## config.mk

```make
export PLATFORM = sky130hd
export DESIGN_NAME = feedforward_peak_compressor
export DESIGN_NICKNAME = d
export VERILOG_FILES = /design/src/rtl/fpc_pkg.sv /design/src/rtl/fpc_smul.sv /design/src/rtl/fpc_sdiv.sv /design/src/rtl/feedforward_peak_compressor.sv
export SDC_FILE = /design/constraint.sdc
export NUM_CORES = 1
export LEC_CHECK = 0
export BUFFER_PORTS_ARGS = -buffer_cell sky130_fd_sc_hd__buf_2
export CORE_UTILIZATION = 33
export CTS_BUF_LIST = sky130_fd_sc_hd__clkbuf_16
export DETAILED_ROUTE_END_ITERATION = 6
export GPL_TIMING_DRIVEN = 0
export PLACE_DENSITY = 0.44
export SYNTH_ARGS = -nofsm -noshare
export SYNTH_HDL_FRONTEND = slang
export SYNTH_SLANG_ARGS = --single-unit
```

## constraint.sdc

```tcl
create_clock -name aclk -period 5.26 [get_ports aclk]
set_clock_uncertainty 0.2 [all_clocks]
set_input_delay 0.263 -clock aclk [delete_from_list [all_inputs] [get_ports aclk]]
set_output_delay 0.263 -clock aclk [all_outputs]
set_load 0.1 [all_outputs]
```

## src/rtl/fpc_pkg.sv

```systemverilog
// shared types, widths and register codes of the feedforward peak compressor
`default_nettype none

package fpc_pkg;

    localparam int CHANNELS = 2;
    localparam int CH_W     = (CHANNELS > 1) ? $clog2(CHANNELS) : 1;

    localparam int SAMPLE_W = 16;
    localparam int ENV_W    = 15;
    localparam int GAIN_W   = 17;
    localparam int CFG_W    = 17;
    localparam int IDX_W    = 3;

    // serial multiplier: multiplicand width, multiplier width, product width
    localparam int MUL_A_W   = 32;
    localparam int MUL_B_W   = 17;
    localparam int MUL_P_W   = MUL_A_W + MUL_B_W;
    localparam int MUL_CNT_W = $clog2(MUL_B_W);

    // serial divider: quotient bits, one per step
    localparam int DIV_Q_W   = 17;
    localparam int DIV_CNT_W = $clog2(DIV_Q_W);

    localparam logic [GAIN_W-1:0] GAIN_UNITY = 17'd65536;

    // register indexes on the configuration port
    localparam logic [IDX_W-1:0] REG_THRESHOLD = 3'd0;
    localparam logic [IDX_W-1:0] REG_INV_RATIO = 3'd1;
    localparam logic [IDX_W-1:0] REG_ATTACK    = 3'd2;
    localparam logic [IDX_W-1:0] REG_RELEASE   = 3'd3;
    localparam logic [IDX_W-1:0] REG_MAKEUP    = 3'd4;

    // reset values of the registers
    localparam logic [14:0] THRESHOLD_RST = 15'd32767;
    localparam logic [16:0] INV_RATIO_RST = 17'd65536;
    localparam logic [15:0] ATTACK_RST    = 16'd65535;
    localparam logic [15:0] RELEASE_RST   = 16'd655;
    localparam logic [15:0] MAKEUP_RST    = 16'd4096;

    typedef struct packed {
        logic signed [SAMPLE_W-1:0] sample_in;
        logic                       channel;
    } fpc_in_t;

    typedef struct packed {
        logic signed [SAMPLE_W-1:0] sample_out;
        logic                       channel_out;
    } fpc_out_t;

endpackage

`default_nettype wire

```

## src/rtl/fpc_smul.sv

```systemverilog
// bit-serial shift-add multiplier, one multiplier bit per cycle
`default_nettype none

module fpc_smul import fpc_pkg::*; (
    input  wire logic               aclk,
    input  wire logic               aresetn,
    input  wire logic               start,
    input  wire logic [MUL_A_W-1:0] a,
    input  wire logic [MUL_B_W-1:0] b,
    output logic                    busy,
    output logic                    done,
    output logic [MUL_P_W-1:0]      p
);

    logic [MUL_A_W-1:0]   a_reg;
    logic [MUL_A_W-1:0]   acc_reg;
    logic [MUL_B_W-1:0]   lo_reg;
    logic [MUL_CNT_W-1:0] cnt_reg;
    logic                 run_reg;
    logic                 done_reg;
    logic [MUL_A_W:0]     sum;

    // add the multiplicand when the current multiplier bit is set
    assign sum = {1'b0, acc_reg} + (lo_reg[0] ? {1'b0, a_reg} : '0);

    always_ff @(posedge aclk) begin
        if (!aresetn) begin
            run_reg  <= 1'b0;
            done_reg <= 1'b0;
            cnt_reg  <= '0;
        end else begin
            done_reg <= 1'b0;
            if (start) begin
                a_reg   <= a;
                lo_reg  <= b;
                acc_reg <= '0;
                cnt_reg <= '0;
                run_reg <= 1'b1;
            end else if (run_reg) begin
                acc_reg <= sum[MUL_A_W:1];
                lo_reg  <= {sum[0], lo_reg[MUL_B_W-1:1]};
                cnt_reg <= cnt_reg + 1'b1;
                if (cnt_reg == MUL_CNT_W'(MUL_B_W - 1)) begin
                    run_reg  <= 1'b0;
                    done_reg <= 1'b1;
                end
            end
        end
    end

    assign busy = run_reg;
    assign done = done_reg;
    assign p    = {acc_reg, lo_reg};

endmodule

`default_nettype wire

```

## src/rtl/fpc_sdiv.sv

```systemverilog
// restoring divider for the gain, one quotient bit per cycle
`default_nettype none

module fpc_sdiv import fpc_pkg::*; (
    input  wire logic               aclk,
    input  wire logic               aresetn,
    input  wire logic               start,
    input  wire logic [ENV_W:0]     target,
    input  wire logic [ENV_W-1:0]   divisor,
    output logic                    busy,
    output logic                    done,
    output logic [DIV_Q_W-1:0]      q
);

    logic [ENV_W-1:0]     rem_reg;
    logic [ENV_W-1:0]     dvs_reg;
    logic [DIV_Q_W-1:0]   q_reg;
    logic [DIV_CNT_W-1:0] cnt_reg;
    logic                 run_reg;
    logic                 done_reg;
    logic [ENV_W:0]       trial;
    logic                 fits;
    logic [ENV_W:0]       diff;

    // q_reg shifts dividend bits out at the top and quotient bits in at the bottom
    assign trial = {rem_reg, q_reg[DIV_Q_W-1]};
    assign fits  = trial >= {1'b0, dvs_reg};
    assign diff  = trial - {1'b0, dvs_reg};

    always_ff @(posedge aclk) begin
        if (!aresetn) begin
            run_reg  <= 1'b0;
            done_reg <= 1'b0;
            cnt_reg  <= '0;
        end else begin
            done_reg <= 1'b0;
            if (start) begin
                // dividend is target shifted left by 16, target never above divisor
                rem_reg <= target[ENV_W:1];
                q_reg   <= {target[0], {(DIV_Q_W-1){1'b0}}};
                dvs_reg <= divisor;
                cnt_reg <= '0;
                run_reg <= 1'b1;
            end else if (run_reg) begin
                rem_reg <= fits ? diff[ENV_W-1:0] : trial[ENV_W-1:0];
                q_reg   <= {q_reg[DIV_Q_W-2:0], fits};
                cnt_reg <= cnt_reg + 1'b1;
                if (cnt_reg == DIV_CNT_W'(DIV_Q_W - 1)) begin
                    run_reg  <= 1'b0;
                    done_reg <= 1'b1;
                end
            end
        end
    end

    assign busy = run_reg;
    assign done = done_reg;
    assign q    = q_reg;

endmodule

`default_nettype wire

```

## src/rtl/feedforward_peak_compressor.sv

```systemverilog
// feedforward peak compressor top level: envelope, gain and output sequencer
//
//  port group  direction  handshake           payload
//  s_*         in         s_valid / s_ready   fpc_in_t  (sample_in, channel)
//  m_*         out        m_valid / m_ready   fpc_out_t (sample_out, channel_out)
//  cfg_*       in         cfg_wr_en only      cfg_index, cfg_data
//
// above the knee a transaction makes four multiplier passes and one divider pass,
// below it three multiplier passes
// s_ready is high only in idle, even while a finished result waits in the output register
// a stalled m_ready holds the sequencer in its final state until the output register frees up
// aresetn is synchronous, active low; it clears control, envelopes and registers
`default_nettype none

module feedforward_peak_compressor import fpc_pkg::*; (
    input  wire logic             aclk,
    input  wire logic             aresetn,

    input  wire logic             s_valid,
    output logic                  s_ready,
    input  wire fpc_in_t          s_data,

    output logic                  m_valid,
    input  wire logic             m_ready,
    output fpc_out_t              m_data,

    input  wire logic             cfg_wr_en,
    input  wire logic [IDX_W-1:0] cfg_index,
    input  wire logic [CFG_W-1:0] cfg_data
);

    typedef enum logic [3:0] {
        S_IDLE,
        S_ENV_WAIT,
        S_ENV_UPD,
        S_GAIN_CHK,
        S_CMP_WAIT,
        S_DIV_WAIT,
        S_OUT1_WAIT,
        S_OUT2_WAIT,
        S_FIN
    } state_t;

    state_t state_reg;

    // configuration registers
    logic [14:0] thr_reg;
    logic [16:0] ir_reg;
    logic [15:0] attack_reg;
    logic [15:0] release_reg;
    logic [15:0] makeup_reg;

    // per-channel peak envelopes
    logic [ENV_W-1:0] env_reg [CHANNELS];

    // transaction context
    logic             neg_reg;
    logic [16:0]      absval_reg;
    logic             ch_reg;
    logic [CH_W-1:0]  idx_reg;
    logic             rising_reg;
    logic [ENV_W-1:0] mag_reg;
    logic [ENV_W-1:0] env_old_reg;
    logic [ENV_W-1:0] step_reg;
    logic [ENV_W-1:0] env_new_reg;
    logic [15:0]      res_reg;

    // output register
    logic             m_valid_reg;
    fpc_out_t         m_data_reg;

    // serial unit controls, registered in the sequencer
    logic               mul_start_reg;
    logic [MUL_A_W-1:0] mul_a_reg;
    logic [MUL_B_W-1:0] mul_b_reg;
    logic               div_start_reg;
    logic [ENV_W:0]     div_target_reg;

    logic               mul_busy;
    logic               mul_done;
    logic [MUL_P_W-1:0] mul_p;
    logic               div_busy;
    logic               div_done;
    logic [DIV_Q_W-1:0] div_q;

    fpc_smul u_smul (
        .aclk    (aclk),
        .aresetn (aresetn),
        .start   (mul_start_reg),
        .a       (mul_a_reg),
        .b       (mul_b_reg),
        .busy    (mul_busy),
        .done    (mul_done),
        .p       (mul_p)
    );

    fpc_sdiv u_sdiv (
        .aclk    (aclk),
        .aresetn (aresetn),
        .start   (div_start_reg),
        .target  (div_target_reg),
        .divisor (env_new_reg),
        .busy    (div_busy),
        .done    (div_done),
        .q       (div_q)
    );

    // input side: level, envelope distance and coefficient choice
    logic [CH_W-1:0]  in_idx;
    logic [16:0]      in_abs;
    logic [ENV_W-1:0] in_level;
    logic [ENV_W-1:0] in_env;
    logic             in_rising;
    logic [ENV_W-1:0] in_mag;
    logic [15:0]      in_coeff;

    always_comb begin
        in_idx    = (CHANNELS > 1) ? CH_W'(s_data.channel) : '0;
        in_abs    = s_data.sample_in[SAMPLE_W-1]
                    ? (17'h10000 - {1'b0, s_data.sample_in})
                    : {1'b0, s_data.sample_in};
        // full-scale negative saturates to 32767
        in_level  = (in_abs > 17'd32767) ? 15'h7FFF : in_abs[ENV_W-1:0];
        in_env    = env_reg[in_idx];
        in_rising = in_level > in_env;
        in_mag    = in_rising ? (in_level - in_env) : (in_env - in_level);
        in_coeff  = in_rising ? attack_reg : release_reg;
    end

    // rounded envelope step, clamped so the envelope never overshoots
    logic [17:0]      env_rnd;
    logic [ENV_W-1:0] env_step;
    assign env_rnd  = ({1'b0, mul_p[31:15]} + 18'd1) >> 1;
    assign env_step = (env_rnd > {3'b0, mag_reg}) ? mag_reg : env_rnd[ENV_W-1:0];

    logic [ENV_W-1:0] env_new;
    assign env_new = rising_reg ? (env_old_reg + step_reg) : (env_old_reg - step_reg);

    // inverse ratios above unity (ratios below 1:1) are held at 1:1
    logic [16:0] ir_clamp;
    assign ir_clamp = (ir_reg > GAIN_UNITY) ? GAIN_UNITY : ir_reg;

    // rounded compressed excess and the divider's target level
    logic [18:0]  comp_rnd;
    logic [ENV_W:0] target;
    assign comp_rnd = ({1'b0, mul_p[32:15]} + 19'd1) >> 1;
    assign target   = {1'b0, thr_reg} + {1'b0, comp_rnd[ENV_W-1:0]};

    // final rounding (half away from zero on the magnitude) and saturation
    logic [21:0] out_rnd;
    logic [16:0] neg_mag;
    logic [16:0] neg_wide;
    logic [15:0] out_res;
    always_comb begin
        out_rnd  = ({1'b0, mul_p[47:27]} + 22'd1) >> 1;
        neg_mag  = (out_rnd > 22'd32768) ? 17'd32768 : out_rnd[16:0];
        neg_wide = 17'h10000 - neg_mag;
        if (neg_reg) begin
            out_res = neg_wide[15:0];
        end else begin
            out_res = (out_rnd > 22'd32767) ? 16'h7FFF : out_rnd[15:0];
        end
    end

    // configuration writes
    always_ff @(posedge aclk) begin
        if (!aresetn) begin
            thr_reg     <= THRESHOLD_RST;
            ir_reg      <= INV_RATIO_RST;
            attack_reg  <= ATTACK_RST;
            release_reg <= RELEASE_RST;
            makeup_reg  <= MAKEUP_RST;
        end else if (cfg_wr_en) begin
            case (cfg_index)
                REG_THRESHOLD: thr_reg     <= cfg_data[14:0];
                REG_INV_RATIO: ir_reg      <= cfg_data[16:0];
                REG_ATTACK:    attack_reg  <= cfg_data[15:0];
                REG_RELEASE:   release_reg <= cfg_data[15:0];
                REG_MAKEUP:    makeup_reg  <= cfg_data[15:0];
                default: begin
                end
            endcase
        end
    end

    // sequencer
    always_ff @(posedge aclk) begin
        if (!aresetn) begin
            state_reg     <= S_IDLE;
            mul_start_reg <= 1'b0;
            div_start_reg <= 1'b0;
            m_valid_reg   <= 1'b0;
            for (int i = 0; i < CHANNELS; i++) begin
                env_reg[i] <= '0;
            end
        end else begin
            mul_start_reg <= 1'b0;
            div_start_reg <= 1'b0;
            // the final state reloads the output register on its own
            if (m_valid_reg && m_ready && (state_reg != S_FIN)) begin
                m_valid_reg <= 1'b0;
            end

            case (state_reg)
                S_IDLE: begin
                    if (s_valid) begin
                        neg_reg       <= s_data.sample_in[SAMPLE_W-1];
                        absval_reg    <= in_abs;
                        ch_reg        <= s_data.channel;
                        idx_reg       <= in_idx;
                        rising_reg    <= in_rising;
                        mag_reg       <= in_mag;
                        env_old_reg   <= in_env;
                        // distance times smoothing coefficient
                        mul_a_reg     <= MUL_A_W'(in_mag);
                        mul_b_reg     <= MUL_B_W'(in_coeff);
                        mul_start_reg <= 1'b1;
                        state_reg     <= S_ENV_WAIT;
                    end
                end
                S_ENV_WAIT: begin
                    if (mul_done) begin
                        step_reg  <= env_step;
                        state_reg <= S_ENV_UPD;
                    end
                end
                S_ENV_UPD: begin
                    env_reg[idx_reg] <= env_new;
                    env_new_reg      <= env_new;
                    state_reg        <= S_GAIN_CHK;
                end
                S_GAIN_CHK: begin
                    mul_start_reg <= 1'b1;
                    if (env_new_reg > thr_reg) begin
                        // excess over the knee times the inverse ratio
                        mul_a_reg <= MUL_A_W'(env_new_reg - thr_reg);
                        mul_b_reg <= ir_clamp;
                        state_reg <= S_CMP_WAIT;
                    end else begin
                        // unity gain below the knee
                        mul_a_reg <= MUL_A_W'(absval_reg);
                        mul_b_reg <= GAIN_UNITY;
                        state_reg <= S_OUT1_WAIT;
                    end
                end
                S_CMP_WAIT: begin
                    if (mul_done) begin
                        div_target_reg <= target;
                        div_start_reg  <= 1'b1;
                        state_reg      <= S_DIV_WAIT;
                    end
                end
                S_DIV_WAIT: begin
                    if (div_done) begin
                        mul_a_reg     <= MUL_A_W'(absval_reg);
                        mul_b_reg     <= div_q;
                        mul_start_reg <= 1'b1;
                        state_reg     <= S_OUT1_WAIT;
                    end
                end
                S_OUT1_WAIT: begin
                    if (mul_done) begin
                        // gained magnitude times makeup gain
                        mul_a_reg     <= mul_p[MUL_A_W-1:0];
                        mul_b_reg     <= MUL_B_W'(makeup_reg);
                        mul_start_reg <= 1'b1;
                        state_reg     <= S_OUT2_WAIT;
                    end
                end
                S_OUT2_WAIT: begin
                    if (mul_done) begin
                        res_reg   <= out_res;
                        state_reg <= S_FIN;
                    end
                end
                S_FIN: begin
                    // wait for the output register to free up
                    if (!m_valid_reg || m_ready) begin
                        m_data_reg.sample_out  <= res_reg;
                        m_data_reg.channel_out <= ch_reg;
                        m_valid_reg            <= 1'b1;
                        state_reg              <= S_IDLE;
                    end
                end
                default: begin
                    state_reg <= S_IDLE;
                end
            endcase
        end
    end

    assign s_ready = (state_reg == S_IDLE);
    assign m_valid = m_valid_reg;
    assign m_data  = m_data_reg;

    // multiplier is never restarted while a pass is running
    a_mul_start_idle: assert property (@(posedge aclk) disable iff (!aresetn)
        mul_start_reg |-> !mul_busy)
        else $error("multiplier started while busy");

    // no serial unit is still running once the sequencer is idle
    a_idle_units: assert property (@(posedge aclk) disable iff (!aresetn)
        (state_reg == S_IDLE) |-> (!mul_busy && !div_busy))
        else $error("serial unit running in idle");

    // the gain never exceeds unity
    a_gain_range: assert property (@(posedge aclk) disable iff (!aresetn)
        div_done |-> (div_q <= GAIN_UNITY))
        else $error("gain above unity");

    // envelope step never overshoots the level
    a_step_clamp: assert property (@(posedge aclk) disable iff (!aresetn)
        (state_reg == S_ENV_UPD) |-> (step_reg <= mag_reg))
        else $error("envelope step beyond distance");

endmodule

`default_nettype wire

```

# ---- Word-level counts from Yosys, hierarchy flattened
# Memories as Yosys holds them, arrays and structs flattened.
# Cells that the tools add are included.
dict set report classes {
  add_sub_neg 15
  n_eq_ne 22
  mux 60
  n_lt_le_gt_ge 8
  div 0
  multipliers 0
  reduce_logical 32
  bitwise_logic 3
  shifts 0
}
# operator count
set ops {}
lappend ops {{32-bit 2-to-1 mux} 6}
lappend ops {{17-bit 2-to-1 mux} 10}
lappend ops {{32-bit case mux with 4 select lines} 1}
lappend ops {{15-bit 2-to-1 mux} 8}
lappend ops {{17-bit case mux with 4 select lines} 1}
lappend ops {{16-bit 2-to-1 mux} 4}
lappend ops {{15-bit subtractor} 4}
lappend ops {{4-bit case mux with 9 select lines} 1}
lappend ops {{32-bit by 32-bit adder with 33-bit output} 1}
lappend ops {{15-bit greater-than comparator} 2}
lappend ops {{4-bit 2-to-1 mux} 7}
lappend ops {{21-bit by 1-bit adder with 22-bit output, second input constant} 1}
lappend ops {{2-bit AND reduction} 11}
lappend ops {{21-bit by 15-bit greater-than comparator with 1-bit output, second input constant} 1}
lappend ops {{21-bit by 16-bit greater-than comparator with 1-bit output, second input constant} 1}
lappend ops {{1-bit 2-to-1 mux} 20}
lappend ops {{17-bit by 1-bit adder with 18-bit output, second input constant} 1}
lappend ops {{17-bit by 15-bit greater-than comparator with 1-bit output} 1}
lappend ops {{17-bit by 15-bit greater-than comparator with 1-bit output, second input constant} 1}
lappend ops {{17-bit greater-than comparator, second input constant} 1}
lappend ops {{17-bit by 16-bit subtractor with 17-bit output, first input constant} 1}
lappend ops {{15-bit by 15-bit adder with 16-bit output} 1}
lappend ops {{16-bit by 1-bit adder with 16-bit output, second input constant} 1}
lappend ops {{4-bit by 3-bit == test with 1-bit output, second input constant} 4}
lappend ops {{other kinds (31)} 50}
dict set report word_totals {
  in_bits 42
  n_memories 1
  romBits 0
  ff_bits 407
  elab_cells 177
  ramBits 30
  latch_bits 0
}
# memory depth word_bits rd rd_clocked_by_memory_dff wr line
set mem_list {}
lappend mem_list {env_reg 2 15 1 0 2 feedforward_peak_compressor.sv:54} ;# logic [ENV_W-1:0] env_reg [CHANNELS];

# ---- Depth between registers and ports, before layout
# Gate-level depths: netlist (run 1).
dict set report logic_depth {
  word_depth 8
  depth_mapped 20
  mapped_depth_nobuf 19
}

# ---- By module
# From an unflattened synthesis (run 1), not the netlist that was laid out.
dict set report unflattened {
  cells_unflattened 2485
  area_unflattened_um2 25251.7
}
# mod n_inst area_per_inst_um2 cells_per_inst seq_area_each_um2
set modules_own_cells {}
lappend modules_own_cells {feedforward_peak_compressor 1 16851.2 1705 7987.7}
lappend modules_own_cells {fpc_smul 1 5265.0 496 2572.5}
lappend modules_own_cells {fpc_sdiv 1 3135.5 284 1551.5}

# ---- Worst setup path before layout (run 1)
# Ideal clock, no wire load.
dict set report synth_path {
  path_type {input-to-reg}
  startpoint {input s_data[8] (netlist bit)}
  endpoint {register mul_a_reg[8] (data pin)}
  setup_slack_ns 0.420
  cell_stages 19
  setup_time_ns 0.261
  required_time_ns 4.799
  arrival_time_ns 4.379
  n_path_buf 2
  path_cell_list {or4_4 -> or3_4 -> and4bb_1 -> buf_4 -> clkbuf_1 -> nor2_1 -> inv_1 -> ha_1 -> and2_1 -> a221oi_1 -> a21oi_1 -> nand2_1 -> nand3_1 -> o311a_4 -> nor2_8 -> inv_8 -> mux2_4 -> xnor2_2 -> a221o_1}
}
dict set report synth_between {
  elab_chain_len 8
  word_cells_on_any_way 10
  classes_between {add/sub: 3; order compare: 2; mux: 5}
}
# element line
set synth_lines {}
lappend synth_lines {{from (decl)} feedforward_peak_compressor.sv:21} ;# input wire fpc_in_t s_data,
lappend synth_lines {{17-bit by 16-bit subtractor with 17-bit output (*)} feedforward_peak_compressor.sv:120} ;# ? (17'h10000 - {1'b0, s_data.sample_in})
lappend synth_lines {{17-bit 2-to-1 mux (*)} feedforward_peak_compressor.sv:120}
lappend synth_lines {{named net in_abs[15]} feedforward_peak_compressor.sv:110} ;# logic [16:0] in_abs;
lappend synth_lines {{17-bit by 15-bit greater-than comparator with 1-bit output (*)} feedforward_peak_compressor.sv:123} ;# in_level = (in_abs > 17'd32767) ? 15'h7FFF : in_abs[ENV_W-1:0];
lappend synth_lines {{15-bit 2-to-1 mux (*)} feedforward_peak_compressor.sv:123}
lappend synth_lines {{15-bit subtractor or 15-bit greater-than comparator (tied branches)} {feedforward_peak_compressor.sv:126, feedforward_peak_compressor.sv:125}}
lappend synth_lines {{15-bit 2-to-1 mux (*)} feedforward_peak_compressor.sv:126} ;# in_mag = in_rising ? (in_level - in_env) : (in_env - in_level);
lappend synth_lines {{named net in_mag[8]} feedforward_peak_compressor.sv:114} ;# logic [ENV_W-1:0] in_mag;
lappend synth_lines {{32-bit 2-to-1 mux (*)} feedforward_peak_compressor.sv:206} ;# if (s_valid) begin
lappend synth_lines {{32-bit case mux with 4 select lines (*)} feedforward_peak_compressor.sv:204} ;# case (state_reg)
lappend synth_lines {{to (signal assigned)} feedforward_peak_compressor.sv:215} ;# mul_a_reg <= MUL_A_W'(in_mag);
lappend synth_lines {{to (signal assigned)} feedforward_peak_compressor.sv:236} ;# mul_a_reg <= MUL_A_W'(env_new_reg - thr_reg);
lappend synth_lines {{to (signal assigned)} feedforward_peak_compressor.sv:241} ;# mul_a_reg <= MUL_A_W'(absval_reg);
lappend synth_lines {{to (decl)} feedforward_peak_compressor.sv:74} ;# logic [MUL_A_W-1:0] mul_a_reg;
# The timed path passes the listed nets; every way through them passes the cells marked *. The select of a mux whose other input is x is not followed.
# A chain may end at the register's enable or synchronous reset.

# ---- Final worst setup path (run 1)
dict set report layout_path {
  startpoint {input s_data[5] (netlist bit)}
  endpoint {register mul_a_reg[9] (data pin)}
}
dict set report layout_between {
  elab_chain_len 8
  word_cells_on_any_way 10
  classes_between {add/sub: 3; order compare: 2; mux: 5}
}
# element line
set layout_lines {}
lappend layout_lines {{17-bit by 16-bit subtractor with 17-bit output (*)} feedforward_peak_compressor.sv:120}
lappend layout_lines {{17-bit 2-to-1 mux (*)} feedforward_peak_compressor.sv:120}
lappend layout_lines {{named net in_abs[12]} feedforward_peak_compressor.sv:110}
lappend layout_lines {{17-bit by 15-bit greater-than comparator with 1-bit output} feedforward_peak_compressor.sv:123}
lappend layout_lines {{15-bit 2-to-1 mux (*)} feedforward_peak_compressor.sv:123}
lappend layout_lines {{15-bit subtractor or 15-bit greater-than comparator (tied branches)} {feedforward_peak_compressor.sv:126, feedforward_peak_compressor.sv:125}}
lappend layout_lines {{15-bit 2-to-1 mux (*)} feedforward_peak_compressor.sv:126}
lappend layout_lines {{named net in_mag[9]} feedforward_peak_compressor.sv:114}
lappend layout_lines {{32-bit 2-to-1 mux (*)} feedforward_peak_compressor.sv:206}
lappend layout_lines {{32-bit case mux with 4 select lines (*)} feedforward_peak_compressor.sv:204}
# Marks and branches as above.

==> flow_metrics.py, run 1 <==
metrics = {
    "floorplanning": {
        "start_util_pct": 33.4,
        "die_h_um": 274,
        "dieArea_sq_mm": 0.0751,
        "die_w_um": 274,
        "coreArea_sq_mm": 0.0731,
        "rows": 99,
        "ioPinCount": 61,
    },
    "critical_path": {
        "cp_data_arrival_time_ps": 5200,
        "critical_path.top_delay_family": "simple AND/OR/NAND/NOR gates",
        "critical_path_class": "in2reg",
        "path_cells": "dlygate4sd3_1 > buf_2 > or4b_4 > or2_2 > o31ai_1 > xnor2_1 > nor2_1 > inv_1 > ha_1 > clkbuf_1 > nand3_1 > or4_1 > and3_4 > nor2_8 > inv_8 > mux2i_1 > xor2_2 > a221o_1",
        "cp_slowest_stage_delay_ps": 580,
        "critPathBufInv": 5,
        "end_kind": "flip-flop",
        "cp-start-kind": "input port",
        "cp.required_ps": 5380,
        "path_max_fanout": 8,
        "crit_slowest_cell": "or4_1",
        "r2r_slack_ps": 350,
    },
    "placement": {
        "dp_hpwl_mm": 58.4,
        "portBuffers": 58,
        "dpl.cell_count": 3375,
        "gp_congestion": 0.888,
    },
    "clock_network": {
        "cts_buffer_depth": 3,
        "numClockSinks": 437,
        "path_clk_slew_ps": 60,
        "cts_made_buffers": 50,
        "h-tree-depth": 2,
        "cts_root_buffer": "clkbuf_16",
        "tritoncts": "yes",
        "clk_latency_ps": 610,
    },
    "sta": {
        "fin_crit_ps": 5080,
        "finalHoldViolations": 0,
        "rsz0062_at_grt": "false",
        "maxSlewViolCount": 0,
        "hold_slack_ps": 25.6,
        "tightestPinTransition_ps": 1300,
        "relSlewSlack_pct": 12.8,
        "setup_viol": 0,
        "clock.fmax_mhz": 197,
        "fin_crit_sh_pct": 96.6,
    },
    "pwr": {
        "powerDensity_mw_per_mm2": 357,
        "irDropWorstVdd_mv": 0.225,
        "power.leakage_nw": 11.1,
    },
    "synth": {
        "synthCells": 2349,
        "synth_edf_count": 336,
        "synth.net_count": 2538,
        "ys_ff_latch": 437,
        "ys.warnings.count": 0,
        "synth.distinct_cells": 87,
        "synth_top_area_share_pct": 41.3,
        "synthArstFlopShare_pct": 0,
        "syn_area_per_cell_sq_um": 10.4,
        "synth_area_leaders": "edfxtp_1 (41%), dfxtp_1 (8.3%), ha_1 (7.3%), nand2_1 (4.3%), xnor2_1 (2.8%)",
        "yosysSeqAreaShare_pct": 49.6,
        "yosysMostFrequentCell": "edfxtp_1",
        "synth_commonest_cells": "edfxtp_1 (336), nand2_1 (278), ha_1 (142)",
        "synth_area_sq_mm": 0.0244,
        "yosys.area.top_type": "edfxtp_1",
        "synth_ff_type": "edfxtp_1",
    },
    "final_layout": {
        "fillers": 7221,
        "n_antenna_cell": 0,
        "drive_gt1_share_pct": 10.1,
        "area.growth.synth_to_final_pct": 15.0,
        "regArea_sq_mm": 0.0121,
        "layoutNonFillerInstCount": 3505,
        "multi_input_area_sq_mm": 0.0114,
        "nets": 2695,
    },
    "detailed_routing": {
        "viasPerCell": 5.20,
        "avgRoutedWirePerCell_um": 21.6,
        "drt_iter0_markers": 1334,
        "drc_errors": 12,
        "firstDrtPassIters": 7,
        "route.vias.total": 18209,
        "drtAntennaViolNets": 0,
        "wl_mm": 75.7,
    },
    "outcome": {
        "status": "finished, violations left",
        "violations": "design-rule violations",
    },
    "global_routing": {
        "grt_start_max_net_pins": 34,
        "grt_usage_pct": 20.0,
        "antenna_found_initial": 1,
        "overflow": 0,
        "grt_pass1_vias": 17807,
        "grt_pass1_wl_mm": 113,
    },
    "min_path": {
        "hold_path_class": "in2reg",
    },
    "flow_run": {
        "maxCapViolations": 0,
    },
}
final cells by class:
type / instances / area share, %
Timing Repair Buffer: 107 / 2.94
Multi-Input combinational cell: 1670 / 40.7
Inverter: 142 / 1.93
Clock inverter: 41 / 1.03
Sequential cell: 437 / 43.1
Buffer: 98 / 1.41
Clock buffer: 51 / 4.55
Tap cell: 959 / 4.27
final timing paths:
path	from	endpoint	depth (start not counted)
max reg2reg	env_new_reg[0]	mul_b_reg[6]	15
max	s_data[5]	mul_a_reg[9]	18
min	s_data[7]	absval_reg[6]	2
min reg2reg	mul_a_reg[30]	u_smul.a_reg[30]	0
stage by stage:
| stage | TNS, ps | power, W | util [%] | cell area, sq um | setup slack [ps] |
|---|---|---|---|---|---|
| 2_1_floorplan | 0 | 0.00590 | - | 24400 | 420 |
| 3_3_place_gp | -86270 | 0.00666 | 35.4 | 25900 | -1270 |
| 3_5_place_dp | -19960 | 0.00669 | 35.7 | 26100 | -867 |
| 4_1_cts | 0 | 0.0101 | 38.4 | 28000 | 13.9 |
| 5_1_grt | 0 | 0.0105 | 38.4 | 28100 | 35.4 |
| 6_report | 0 | 0.0100 | 38.4 | 28100 | 177 |
where the power goes:
group	switching (W)	internal [W]	leakage (nW)	total, W
registers	0.000172	0.00411	4.02	0.00428
clock network	0.00149	0.00187	0.815	0.00336
logic	0.00145	0.000919	6.23	0.00237
cells by family (layout without fill, tap and decap cells):
logic type	count (synthesis)	in the layout	synth area share [%]
adder cells (fa/ha/maj)	147	147	7.69
XOR/XNOR	150	150	5.41
flip-flops	437	437	49.6
AND/OR/NAND/NOR	773	773	15.4
multiplexers	87	87	3.80
buffers and inverters	242	439	3.86
AO/OA/AOI/OAI	512	512	14.2
other	1	1	0.0154
layer usage:
layer	vias up	global-route usage (%)	part of all wire, %	wire, um
met5	-	0	0	0
met4	0	5.37	2.3	1760
met3	93	2.37	4.4	3320
met2	423	32.3	46	34500
met1	8827	28.1	48	36100
li1	8866	-	-	-
placed cells by master (no fill, tap or decap), types with 8 or more instances in the layout:
master,n
o211ai_1,25
a21oi_1,124
inv_1,153
ha_1,141
buf_2,58
edfxtp_1,336
xnor2_1,79
o21bai_1,15
a31oi_1,34
o21ai_1,13
xor2_1,69
mux2_2,42
clkbuf_1,87
o21ai_0,71
nand4_1,32
nor3_1,42
o21a_1,11
dlygate4sd3_1,38
clkbuf_16,51
nand2_1,278
nor2_1,140
a21o_1,50
nand3b_1,8
a21boi_0,47
mux2i_1,44
or2_2,25
and2_1,47
o31ai_1,8
nand3_1,66
a221o_1,14
or3_1,8
clkinv_1,9
nand2b_1,21
nor2b_1,34
and3_1,19
buf_4,8
nor4_1,16
a222oi_1,16
dfxtp_1,101
what timing repair did:
action,CTS,global route
setup endpoints to repair,6,23
setup buffers,0,2
hold endpoints to repair,97,0
hold buffers,38,0
resized for setup,1,10
Power figures use the tool's default switching activity.
==> inputs of run 2 (changes only) <==
--- a/config.mk
+++ b/config.mk
@@ -6,11 +6,11 @@
 export NUM_CORES = 1
 export LEC_CHECK = 0
 export BUFFER_PORTS_ARGS = -buffer_cell sky130_fd_sc_hd__buf_2
+export CORE_ASPECT_RATIO = 1.5
 export CORE_UTILIZATION = 33
 export CTS_BUF_LIST = sky130_fd_sc_hd__clkbuf_16
 export DETAILED_ROUTE_END_ITERATION = 6
-export GPL_TIMING_DRIVEN = 0
-export PLACE_DENSITY = 0.44
+export PLACE_DENSITY = 0.45
 export SYNTH_ARGS = -nofsm -noshare
 export SYNTH_HDL_FRONTEND = slang
 export SYNTH_SLANG_ARGS = --single-unit
==> constraint.sdc (replaced) <==
create_clock -name aclk -period 4.4 [get_ports aclk]
set_clock_uncertainty 0.2 [all_clocks]
set_input_delay 0.22 -clock aclk [delete_from_list [all_inputs] [get_ports aclk]]
set_output_delay 0.22 -clock aclk [all_outputs]
set_load 0.1 [all_outputs]
==> run 2 against run 1 <==
Compared with the run above:
- the flow finishes with violations (negative hold slack)
- design area is 2.9% higher
- core utilization is 1.2 points higher
- sequential cell count stayed put
- combinational power is 24% higher
- critical path depth is 2 higher
- register-to-register slack worse by 100 ps
- clock power is 19% higher
- die area hardly changed
- power is 21% higher
- critical path type unchanged
- largest cell class unchanged
==> flow_metrics.py, run 2 (same netlist as run 1, synthesis figures left out) <==
metrics = {
    "clock_network": {
        "post-cts-setup-buffers": 0,
        "cts_root_buffer": "clkbuf_16",
        "numClockSinks": 437,
        "path_clk_slew_ps": 70,
        "tritoncts": "yes",
        "h-tree-depth": 2,
        "cts_made_buffers": 48,
        "clk_latency_ps": 640,
        "cts_buffer_depth": 3,
    },
    "sta": {
        "finalHoldViolations": 1,
        "hold_slack_ps": -0.363,
        "clock.fmax_mhz": 236,
        "tightestPinTransition_ps": 1190,
        "setup_viol": 0,
        "fin_crit_ps": 4240,
        "relSlewSlack_pct": 20.8,
        "fin_crit_sh_pct": 96.4,
        "maxSlewViolCount": 0,
    },
    "min_path": {
        "hold_path_class": "in2reg",
        "hold_depth": 6,
    },
    "detailed_routing": {
        "route.vias.total": 18376,
        "avgRoutedWirePerCell_um": 21.3,
        "viasPerCell": 5.13,
        "drtAntennaViolNets": 0,
        "firstDrtPassIters": 6,
        "drc_errors": 0,
        "drt_iter0_markers": 1224,
        "wl_mm": 76.3,
    },
    "placement": {
        "portBuffers": 60,
        "gp_congestion": 0.874,
        "dp_hpwl_mm": 59.0,
    },
    "global_routing": {
        "grt_pass1_vias": 18505,
        "grt_start_max_net_pins": 51,
        "antenna_found_initial": 1,
        "overflow": 0,
        "grt_usage_pct": 20.2,
        "grt_pass1_wl_mm": 114,
    },
    "critical_path": {
        "startpoint": "s_data[5]",
        "worst_r2r_startpoint": "u_smul.acc_reg[11]",
        "cp_data_arrival_time_ps": 4370,
        "endpoint": "mul_a_reg[3]",
        "cp.required_ps": 4520,
        "rr_endpoint": "res_reg[6]",
        "critical_path_class": "in2reg",
        "worst_r2r_path_depth": 16,
        "end_kind": "flip-flop",
        "path_max_fanout": 13,
        "cp-start-kind": "input port",
        "r2r_slack_ps": 250,
    },
    "pwr": {
        "power.leakage_nw": 11.7,
        "irDropWorstVdd_mv": 0.279,
        "powerDensity_mw_per_mm2": 420,
    },
    "floorplanning": {
        "die_w_um": 224,
        "rows": 121,
        "coreArea_sq_mm": 0.0728,
        "dieArea_sq_mm": 0.0751,
        "ioPinCount": 61,
        "die_h_um": 335,
        "start_util_pct": 33.5,
    },
    "final_layout": {
        "final_core_util_pct": 39.7,
        "drive_gt1_share_pct": 16.0,
        "nets": 2749,
        "layout_commonest_cell": "edfxtp_1",
        "area.growth.synth_to_final_pct": 18.3,
        "most-common-layout-cells": "edfxtp_1 (336), nand2_1 (278), buf_4 (164), inv_1 (147), ha_1 (139)",
        "n_antenna_cell": 0,
    },
    "flow_run": {
        "maxCapViolations": 0,
    },
    "outcome": {
        "violations": "negative hold slack",
        "status": "finished, violations left",
    },
}
run 2: cell types whose count changed in the layout (fill, tap and decap cells not counted), sizes merged:
cell / before / now
buf: 78 / 225
clkinv: 20 / 22
clkbuf: 140 / 50
dlygate4sd3: 38 / 36
inv: 159 / 155
run 2: metal layers:
layer  GRT usage, %  part of all wire (%)
met3           2.06                   2.8
met5              0                     0
met1           21.6                    38
met2           38.8                    54
met4           10.2                   5.1
run 2: layout make-up:
type | instances | area [sq um]
clock buffers | 50 | 1250
clock inverters | 39 | 304
fillers | 7085 | 43900
inverters | 142 | 541
multi-input cells | 1670 | 11500
flip-flops and latches | 437 | 12100
well taps | 984 | 1230
repair buffers | 261 | 1930
run 2: report_power, final:
| part | total (W) | internal [W] | switching, W |
|---|---|---|---|
| Combinational | 0.00293 | 0.00125 | 0.00168 |
| Clock | 0.00400 | 0.00220 | 0.00180 |
| Sequential | 0.00518 | 0.00492 | 0.000265 |
| Total | 0.0121 | 0.00837 | 0.00375 |
run 2: critical path, cell delays in order:
cell and delay, ps:
buf_2 110, dlygate4sd3_1 560, buf_4 160, or3_4 380, and4bb_1 330, buf_12 150
nor2_2 50, inv_2 60, ha_4 200, and2_4 160, a221oi_2 260, a21oi_1 170
nand2_1 120, nand3_2 90, o311a_4 360, nor2_8 170, buf_12 150, mux2i_1 210
xnor2_1 110, a221o_1 340
run 2: through the flow:
| step | setup WS (ps) | power (W) | std cells | instance area [sq um] | TNS [ps] |
|---|---|---|---|---|---|
| floorplan | -85.8 | 0.00708 | 2349 | 24500 | -159 |
| global placement | -309 | 0.00816 | 3457 | 26900 | -2560 |
| detailed placement | -322 | 0.00819 | 3457 | 26900 | -4040 |
| CTS | 22.6 | 0.0123 | 3580 | 28800 | 0 |
| global route | -9.23 | 0.0127 | 3583 | 28900 | -9.23 |
| finish | 158 | 0.0121 | 3583 | 28900 | 0 |
run 2: repair_timing:
action | CTS | global route
hold buffers | 34 | 2
gates resized for setup | 0 | 7
endpoints found under the setup margin | 0 | 14
endpoints found under the hold margin | 102 | 4
run 2: worst min-delay path by stage:
stage	endpoint	start	slack [ps]
after global routing	ir_reg[7]	cfg_index[0]	10
after global placement	m_data[11]	res_reg[10]	200
after detailed placement	m_data[6]	res_reg[5]	200
after CTS	ir_reg[2]	cfg_index[1]	10
final	ir_reg[2]	cfg_index[0]	-0.4
after floorplan	absval_reg[0]	s_data[1]	120
